## src/design/wheel_speed_pi_controller_top_macros.svh

```systemverilog
// Assertion macros for the wheel speed PI controller.
// Used by the top level; expects clk and arst_n in scope.
`ifndef WHEEL_SPEED_PI_CONTROLLER_TOP_MACROS_SVH
`define WHEEL_SPEED_PI_CONTROLLER_TOP_MACROS_SVH

// Same-cycle implication, disabled while reset is asserted.
`define WSPC_ASSERT_NOW(label, ante, cons) \
	label: assert property (@(posedge clk) disable iff (!arst_n) (ante) |-> (cons)) \
		else $error("wspc assertion failed");

// Next-cycle implication, disabled while reset is asserted.
`define WSPC_ASSERT_NEXT(label, ante, cons) \
	label: assert property (@(posedge clk) disable iff (!arst_n) (ante) |=> (cons)) \
		else $error("wspc assertion failed");

`endif

```

## src/design/wspc_pkg.sv

```systemverilog
// Shared types and constants for the wheel speed PI controller.
// No dependencies.
`timescale 1ns / 1ps
package wspc_pkg;

	localparam int TICK_WIDTH = 32;

	// Serial multiplier: multiplicand and multiplier widths.
	localparam int MUL_A_W = 49;
	localparam int MUL_B_W = 32;
	localparam int PROD_W  = MUL_A_W + 1 + MUL_B_W;

	// Bits of the dividend for the divide by eleven.
	localparam int DIV_W = 45;
	localparam int CNT_W = $clog2(DIV_W);

	localparam int DUTY_LIMIT = 25600;
	localparam logic [16:0] WEIGHT_ONE = 17'd65536;

	typedef enum logic [2:0] {
		REG_KP_GAIN       = 3'd0,
		REG_KI_GAIN       = 3'd1,
		REG_SAMPLE_PERIOD = 3'd2,
		REG_SAMPLE_RATE   = 3'd3,
		REG_FILTER_WEIGHT = 3'd4
	} reg_index_t;

	typedef enum logic [3:0] {
		ST_IDLE,
		ST_MUL_RAW,
		ST_TAKE_RAW,
		ST_MUL_FILT,
		ST_TAKE_FILT,
		ST_DIV,
		ST_TAKE_DIV,
		ST_MUL_INT,
		ST_TAKE_INT,
		ST_MUL_KP,
		ST_TAKE_KP,
		ST_MUL_KI,
		ST_TAKE_KI,
		ST_FINISH
	} state_t;

endpackage

```

## src/design/wheel_speed_pi_controller_top.sv

```systemverilog
// Wheel speed PI controller, top level.
// Depends on wspc_pkg and wheel_speed_pi_controller_top_macros.svh.
`timescale 1ns / 1ps
`include "wheel_speed_pi_controller_top_macros.svh"

// Each input word carries an absolute encoder count and a reference speed in
// 1/256 rpm. The block differentiates the count, scales it by the sample rate,
// low-pass filters it, converts it to rpm and runs a PI law whose output is a
// duty cycle in 1/256 percent, clipped to plus or minus 100 percent with a flag
// marking the clip. All arithmetic goes through one shift-and-add multiplier
// that retires one multiplier bit per cycle and a divide-by-eleven unit that
// retires one quotient bit per cycle. One word runs five multiplies and one
// divide, each followed by a take state, then a finish state that loads the
// output register. The next word can be accepted in the cycle after the current
// one reaches the output register, and not before, so words never overlap.
// Configuration registers are written through a simple write port and should
// only be changed while the block is idle.
module wheel_speed_pi_controller_top
	import wspc_pkg::*;
(
	input  logic               clk,
	input  logic               arst_n,
	input  logic               cfg_we,
	input  logic [2:0]         cfg_index,
	input  logic [31:0]        cfg_data,
	input  logic               in_valid,
	output logic               in_ready,
	input  logic signed [31:0] tick_count,
	input  logic signed [21:0] reference_rpm,
	output logic               out_valid,
	input  logic               out_ready,
	output logic signed [15:0] duty_cycle,
	output logic signed [23:0] measured_rpm,
	output logic               output_clipped
);

	// Configuration registers.
	logic signed [31:0] kp_q, ki_q;
	logic [31:0]        period_q;
	logic [19:0]        rate_q;
	logic [16:0]        weight_q;

	// Controller state.
	logic [TICK_WIDTH-1:0] prev_q;
	logic signed [47:0]    fs_q;
	logic signed [47:0]    integ_q;

	// Per-word working registers.
	state_t              state_q, state_d;
	logic [CNT_W-1:0]    cnt_q;
	logic signed [21:0]  ref_q;
	logic signed [23:0]  rpm_q;
	logic signed [24:0]  err_q;
	logic signed [48:0]  term_q;
	logic signed [MUL_A_W-1:0] mul_a_q;
	logic signed [MUL_A_W:0]   acc_q;
	logic [MUL_B_W-1:0]        mul_b_q;
	logic [DIV_W-1:0]          div_q;
	logic [3:0]                rem_q;
	logic                      neg_q;

	// Output register.
	logic                out_valid_q;
	logic signed [15:0]  duty_q;
	logic signed [23:0]  rpm_out_q;
	logic                clip_q;

	logic in_fire, mul_state, mul_last, div_last, load_out;

	assign in_ready  = (state_q == ST_IDLE);
	assign in_fire   = in_valid && in_ready;
	assign mul_state = (state_q == ST_MUL_RAW) || (state_q == ST_MUL_FILT) ||
		(state_q == ST_MUL_INT) || (state_q == ST_MUL_KP) || (state_q == ST_MUL_KI);
	assign mul_last  = (cnt_q == CNT_W'(MUL_B_W - 1));
	assign div_last  = (cnt_q == CNT_W'(DIV_W - 1));
	assign load_out  = (state_q == ST_FINISH) && (!out_valid_q || out_ready);

	// One multiplier bit per cycle; the top bit carries negative weight.
	logic signed [MUL_A_W:0] addend, mul_sum;
	always_comb begin
		if (!mul_b_q[0]) begin
			addend = '0;
		end else if (mul_last) begin
			addend = -(MUL_A_W+1)'(mul_a_q);
		end else begin
			addend = (MUL_A_W+1)'(mul_a_q);
		end
		mul_sum = acc_q + addend;
	end

	// Full product after the last step.
	logic signed [PROD_W-1:0] prod;
	assign prod = $signed({acc_q, mul_b_q});

	// Divide step: one quotient bit of the magnitude divided by eleven.
	logic [4:0] div_trial;
	logic       div_bit;
	assign div_trial = {rem_q, div_q[DIV_W-1]};
	assign div_bit   = (div_trial >= 5'd11);

	// Raw speed: saturate to 32 bits, then form delta against the filter.
	logic signed [31:0] raw_sat;
	logic signed [48:0] delta;
	logic [16:0]        weight_eff;
	always_comb begin
		if (prod > PROD_W'(64'sd2147483647)) begin
			raw_sat = 32'sh7fffffff;
		end else if (prod < -PROD_W'(64'sd2147483648)) begin
			raw_sat = 32'sh80000000;
		end else begin
			raw_sat = prod[31:0];
		end
		delta = 49'($signed({raw_sat, 16'd0})) - 49'(fs_q);
		weight_eff = (weight_q > WEIGHT_ONE) ? WEIGHT_ONE : weight_q;
	end

	// Filter update and the scaling by thirty ahead of the divide.
	logic signed [50:0] fs_sum;
	logic signed [47:0] fs_new;
	logic signed [52:0] fs30;
	logic [52:0]        fs30_mag;
	always_comb begin
		fs_sum = 51'(fs_q) + 51'($signed(prod[65:16]));
		if (fs_sum > 51'sh7fffffffffff) begin
			fs_new = 48'sh7fffffffffff;
		end else if (fs_sum < -51'sh800000000000) begin
			fs_new = 48'sh800000000000;
		end else begin
			fs_new = fs_sum[47:0];
		end
		fs30 = (53'(fs_new) <<< 5) - (53'(fs_new) <<< 1);
		fs30_mag = fs30[52] ? 53'(-fs30) : 53'(fs30);
	end

	// Rpm from the quotient, truncated toward zero and saturated.
	logic signed [23:0] rpm_new;
	logic signed [24:0] err_new;
	always_comb begin
		if (!neg_q) begin
			rpm_new = (div_q > DIV_W'(8388607)) ? 24'sh7fffff : $signed(div_q[23:0]);
		end else begin
			rpm_new = (div_q > DIV_W'(8388608)) ? 24'sh800000 : -$signed(div_q[23:0]);
		end
		err_new = 25'(ref_q) - 25'(rpm_new);
	end

	// Integrator update with saturation.
	logic signed [49:0] integ_sum;
	logic signed [47:0] integ_new;
	always_comb begin
		integ_sum = 50'(integ_q) + 50'($signed(prod[64:16]));
		if (integ_sum > 50'sh7fffffffffff) begin
			integ_new = 48'sh7fffffffffff;
		end else if (integ_sum < -50'sh800000000000) begin
			integ_new = 48'sh800000000000;
		end else begin
			integ_new = integ_sum[47:0];
		end
	end

	// PI sum and clip.
	logic signed [50:0] pi_sum;
	logic signed [15:0] duty_new;
	logic               clip_new;
	always_comb begin
		pi_sum = 51'(term_q) + 51'($signed(prod[81:32]));
		clip_new = (pi_sum > 51'(DUTY_LIMIT)) || (pi_sum < -51'(DUTY_LIMIT));
		if (pi_sum > 51'(DUTY_LIMIT)) begin
			duty_new = 16'(DUTY_LIMIT);
		end else if (pi_sum < -51'(DUTY_LIMIT)) begin
			duty_new = -16'(DUTY_LIMIT);
		end else begin
			duty_new = pi_sum[15:0];
		end
	end

	// Next-state logic.
	always_comb begin
		state_d = state_q;
		unique case (state_q)
			ST_IDLE:      if (in_fire) state_d = ST_MUL_RAW;
			ST_MUL_RAW:   if (mul_last) state_d = ST_TAKE_RAW;
			ST_TAKE_RAW:  state_d = ST_MUL_FILT;
			ST_MUL_FILT:  if (mul_last) state_d = ST_TAKE_FILT;
			ST_TAKE_FILT: state_d = ST_DIV;
			ST_DIV:       if (div_last) state_d = ST_TAKE_DIV;
			ST_TAKE_DIV:  state_d = ST_MUL_INT;
			ST_MUL_INT:   if (mul_last) state_d = ST_TAKE_INT;
			ST_TAKE_INT:  state_d = ST_MUL_KP;
			ST_MUL_KP:    if (mul_last) state_d = ST_TAKE_KP;
			ST_TAKE_KP:   state_d = ST_MUL_KI;
			ST_MUL_KI:    if (mul_last) state_d = ST_TAKE_KI;
			ST_TAKE_KI:   state_d = ST_FINISH;
			ST_FINISH:    if (load_out) state_d = ST_IDLE;
			default:      state_d = ST_IDLE;
		endcase
	end

	always_ff @(posedge clk or negedge arst_n) begin
		if (!arst_n) begin
			state_q <= ST_IDLE;
		end else begin
			state_q <= state_d;
		end
	end

	// Configuration registers; unknown indexes are ignored.
	always_ff @(posedge clk or negedge arst_n) begin
		if (!arst_n) begin
			kp_q     <= '0;
			ki_q     <= '0;
			period_q <= 32'd4294967;
			rate_q   <= 20'd1000;
			weight_q <= 17'd6554;
		end else if (cfg_we) begin
			unique case (cfg_index)
				REG_KP_GAIN:       kp_q     <= $signed(cfg_data);
				REG_KI_GAIN:       ki_q     <= $signed(cfg_data);
				REG_SAMPLE_PERIOD: period_q <= cfg_data;
				REG_SAMPLE_RATE:   rate_q   <= cfg_data[19:0];
				REG_FILTER_WEIGHT: weight_q <= cfg_data[16:0];
				default: ;
			endcase
		end
	end

	// Controller state registers.
	always_ff @(posedge clk or negedge arst_n) begin
		if (!arst_n) begin
			prev_q  <= '0;
			fs_q    <= '0;
			integ_q <= '0;
		end else begin
			if (in_fire) prev_q <= tick_count[TICK_WIDTH-1:0];
			if (state_q == ST_TAKE_FILT) fs_q <= fs_new;
			if (state_q == ST_TAKE_INT) integ_q <= integ_new;
		end
	end

	// Datapath and counters.
	always_ff @(posedge clk or negedge arst_n) begin
		if (!arst_n) begin
			cnt_q <= '0;
		end else if (mul_state || (state_q == ST_DIV)) begin
			cnt_q <= cnt_q + CNT_W'(1);
		end else begin
			cnt_q <= '0;
		end
	end

	always_ff @(posedge clk) begin
		if (mul_state) begin
			acc_q   <= {mul_sum[MUL_A_W], mul_sum[MUL_A_W:1]};
			mul_b_q <= {mul_sum[0], mul_b_q[MUL_B_W-1:1]};
		end
		unique case (state_q)
			ST_IDLE: begin
				if (in_fire) begin
					ref_q   <= reference_rpm;
					mul_a_q <= MUL_A_W'($signed(tick_count[TICK_WIDTH-1:0] - prev_q));
					mul_b_q <= MUL_B_W'(rate_q);
					acc_q   <= '0;
				end
			end
			ST_TAKE_RAW: begin
				mul_a_q <= delta;
				mul_b_q <= MUL_B_W'(weight_eff);
				acc_q   <= '0;
			end
			ST_TAKE_FILT: begin
				neg_q <= fs30[52];
				div_q <= fs30_mag[52:8];
				rem_q <= '0;
			end
			ST_DIV: begin
				rem_q <= div_bit ? 4'(div_trial - 5'd11) : div_trial[3:0];
				div_q <= {div_q[DIV_W-2:0], div_bit};
			end
			ST_TAKE_DIV: begin
				rpm_q   <= rpm_new;
				err_q   <= err_new;
				mul_a_q <= MUL_A_W'(period_q);
				mul_b_q <= MUL_B_W'(err_new);
				acc_q   <= '0;
			end
			ST_TAKE_INT: begin
				mul_a_q <= MUL_A_W'(kp_q);
				mul_b_q <= MUL_B_W'(err_q);
				acc_q   <= '0;
			end
			ST_TAKE_KP: begin
				term_q  <= $signed(prod[64:16]);
				mul_a_q <= MUL_A_W'(integ_q);
				mul_b_q <= ki_q;
				acc_q   <= '0;
			end
			ST_TAKE_KI: begin
				duty_q <= duty_new;
				clip_q <= clip_new;
			end
			default: ;
		endcase
	end

	// Output register: the finished word waits here while the next is accepted.
	logic signed [15:0] duty_res_q;
	logic signed [23:0] rpm_res_q;
	logic               clip_res_q;
	always_ff @(posedge clk or negedge arst_n) begin
		if (!arst_n) begin
			out_valid_q <= 1'b0;
		end else if (load_out) begin
			out_valid_q <= 1'b1;
		end else if (out_ready) begin
			out_valid_q <= 1'b0;
		end
	end

	always_ff @(posedge clk) begin
		if (load_out) begin
			duty_res_q <= duty_q;
			rpm_res_q  <= rpm_q;
			clip_res_q <= clip_q;
		end
	end

	assign rpm_out_q      = rpm_res_q;
	assign out_valid      = out_valid_q;
	assign duty_cycle     = duty_res_q;
	assign measured_rpm   = rpm_out_q;
	assign output_clipped = clip_res_q;

	`WSPC_ASSERT_NEXT(a_start_mul, in_fire, state_q == ST_MUL_RAW && cnt_q == '0)
	`WSPC_ASSERT_NOW(a_mul_count, mul_state, cnt_q <= CNT_W'(MUL_B_W - 1))
	`WSPC_ASSERT_NOW(a_duty_range, state_q == ST_TAKE_KI,
		duty_new <= 16'sd25600 && duty_new >= -16'sd25600)
	`WSPC_ASSERT_NOW(a_clip_edge, state_q == ST_TAKE_KI && clip_new,
		duty_new == 16'sd25600 || duty_new == -16'sd25600)

endmodule

```

## config.mk

```make
export PLATFORM = sky130hd
export DESIGN_NAME = wheel_speed_pi_controller_top
export DESIGN_NICKNAME = d
export VERILOG_FILES = /design/src/design/wspc_pkg.sv /design/src/design/wheel_speed_pi_controller_top.sv
export VERILOG_INCLUDE_DIRS = /design/src /design/src/design
export SDC_FILE = /design/constraint.sdc
export NUM_CORES = 2
export LEC_CHECK = 0
export ABC_AREA = 1
export BUFFER_PORTS_ARGS = -buffer_cell sky130_fd_sc_hd__buf_4
export CAP_MARGIN = 15
export CORE_ASPECT_RATIO = 1.1
export CORE_MARGIN = 3
export CORE_UTILIZATION = 50
export DETAILED_ROUTE_END_ITERATION = 7
export PLACE_DENSITY_LB_ADDON = 0.05
export SLEW_MARGIN = 10
export SYNTH_ARGS = -nofsm -noshare
export SYNTH_HDL_FRONTEND = slang
export SYNTH_SLANG_ARGS = --single-unit
export TNS_END_PERCENT = 100
```

## constraint.sdc

```tcl
create_clock -name clk -period 11.66 [get_ports clk]
set_input_delay 1.166 -clock clk [delete_from_list [all_inputs] [get_ports clk]]
set_output_delay 1.166 -clock clk [all_outputs]
set_load 0.1 [all_outputs]
```

==> flow_summary.toml <==
[clock_network]
cts.reportedPaths.clkPinSlew_ns = 0.07
cts_buffers = 75
clock_tree_from_tritoncts = "yes"
clk_root_buffer_cell = "clkbuf_16"
post_cts_resize_count = 0
numClockSinks = 631
clockBufferDepth = 3
post_cts.repair.setup_buffers = 0
worst_skew_pair.late_latency_ns = 0.68
htree_levels = 3
postCtsHoldBufs = 0

[logic_synthesis]
postSynthRegisterBits = 631
number_of_flops_mapped_to_enable_cells_by_yosys = 277
syn-cell-area_sq_mm = 0.0490
dominant_synthesized_flop_cell = "edfxtp_1"
syn_nets = 7218
number_of_standard_cells_after_synthesis = 6782
yosys-top-cells-area = "edfxtp_1, dfrtp_1, nand2_1"
synth_top_area_cell = "edfxtp_1"
netlist-cell-type-count = 78
yosysTopAreaCellShare = 0.170
synth_area_per_cell_sq_um = 7.22
yosysSeqAreaShare = 0.343
synthesis.yosys.warnings = 0
synth-async-reset-ratio = 0.431

[placed_design]
detailed_place_hpwl_um = 142000
place.port_buffers = 136
dp_slack_ns = 4.12
place.detailed.instances = 8093
gp_routability_congestion = 1.00
area_of_placed_instances_sq_mm = 0.0515

[die]
row_count = 119
fp.dieH_um = 334
design.core.area_sq_mm = 0.0965
die_width_um = 304
ioPinCount = 137
die-area_sq_mm = 0.102
initial_utilization = 0.508

[critical_path]
cp_slowest_cell = "nor2_1"
startpoint_type = "flop"
worstPathArrival_ns = 8.21
worstSetupEndpointType = "flop"
critPathMaxFanout = 12
timing.critical_path.required_ns = 12.24
path_common_cell = "inv_1"
timing_worst_setup_path_type = "reg -> reg"
critical-path-max-stage-delay_ns = 0.45

[drt]
detailedRoute.firstIterationViolations = 4189
route.detailed.drc = 0
drt-wirelength-per-cell_um = 21.8
routed_via_density = 5.77
route.final.wire_length_um = 179000
drt.antenna.violating_nets = 0
drt-pass1-iter-count = 6
detailroute.via_count = 47500

[cells_and_area]
final_cells = 8231
seq_area_sq_mm = 0.0168
area.growth.synth_to_final_pct = 10.4
layout_commonest_cell = "nand2_1"
nNetsFinal = 7336
num-fill-cells = 9410
multi_input_area_sq_mm = 0.0277
drive_gt1_frac = 0.0759
finalInstanceArea_sq_mm = 0.0541
most-common-layout-cells = "nand2_1, inv_1, o21ai_0"
diodes = 0

[sta]
setup_viol_count_final = 0
max-slew-margin-rel = 0.227
final_worst_path_setup_slack_ns = 4.03
setup_repair_after_global_routing_missed_its_margin = "no"
max_freq_mhz = 131
timing_worst_slew_pin_value_ns = 1.16
finalHoldViolations = 0
tns_ns = 0
skew_ns = 0.0457
period_minus_slack_ns = 7.63
finalCritPeriodShare = 0.654
slew_violations = 0

[job]
drv_cap = 0

[global_routing]
grt_start_max_net_pins = 93
track_usage = 0.345
gr-total-overflow = 0
vias_in_the_first_global_route = 45200
grt_pass1_wl_um = 273000
antenna_found_initial = 3

[outcome]
status = "complete, no violations"

[worst_hold_path]
hp-class = "reg -> reg"
logic make-up after synthesis:
logic type | synth area share
compound gates | 0.184
xor+xnor | 0.0474
fa+ha+maj | 0.0883
buf+inv | 0.0926
flops | 0.343
simple gates | 0.245
area by class of cell:
type | instances | area share
tap | 1270 | 0.0294
inverter | 1007 | 0.0699
timing repair buffer | 215 | 0.0300
multi-input combinational | 4970 | 0.513
sequential | 631 | 0.310
clock inverter | 35 | 0.00835
clock buffer | 103 | 0.0393
synth_stat cells, drive strengths merged (12+ instances only):
master	instances
inv	1004
xnor2	93
nor4	53
nor3	111
a31oi	61
edfxtp	277
o21a	28
nand3	264
nand3b	16
o21ai	656
a21boi	26
a22oi	34
ha	336
nand4	113
nor2	639
o21bai	30
o211ai	56
xor2	172
a21oi	526
or2	22
dfrtp	249
and3	12
o221ai	16
o2111ai	24
dfstp	23
nand2	1537
dfxtp	82
a211oi	22
buf	37
clkbuf	137
a221oi	42
per-stage QoR:
stage	hold WS, ns	utilization
floorplan	0.400	-
global placement	0.400	0.534
detailed placement	0.405	0.534
CTS	0.411	0.561
global route	0.419	0.561
finish	0.412	0.561
routing by layer:
layer	wire length, um	GRT usage
met2	82400	0.568
met4	10900	0.183
met3	12400	0.0524
met1	73600	0.439
met5	46	0
worst max-delay path, delay by kind of cell (launching register included):
kind,cells,cell delay [ns]
AOI/OAI and AO/OA,11,2.05
adders and majority gates,2,0.61
buffers and inverters,12,1.29
DFF,1,0.44
and+or+nand+nor,21,3.13
flip-flops by register name, indices dropped and copies added (netlist names), 24 cells and up:
signal and count:
acc_q 50, mul_a_q 49, term_q 49, fs_q 48, integ_q 48, div_q 45
ki_q 32, kp_q 32, mul_b_q 32, period_q 32, prev_q 32, err_q 25
measured_rpm 24, rpm_q 24
worst paths after layout:
kind / from / end / slack (ns) / depth (start not counted)
worst max-delay path: div_q[1] / mul_b_q[24] / 4.03 / 46
worst min-delay path: duty_q[6] / duty_cycle[6] / 0.41 / 0
worst max register to register: div_q[1] / mul_b_q[24] / 4.03 / 46
worst min register to register: duty_q[6] / duty_cycle[6] / 0.41 / 0
max in group asynchronous: arst_n / fs_q[45] / 9.65 / 2
min in group asynchronous: arst_n / prev_q[12] / 0.53 / 1
Power is not shown: default switching activity piles up to over one toggle a cycle in this logic, so the estimate is an artifact.
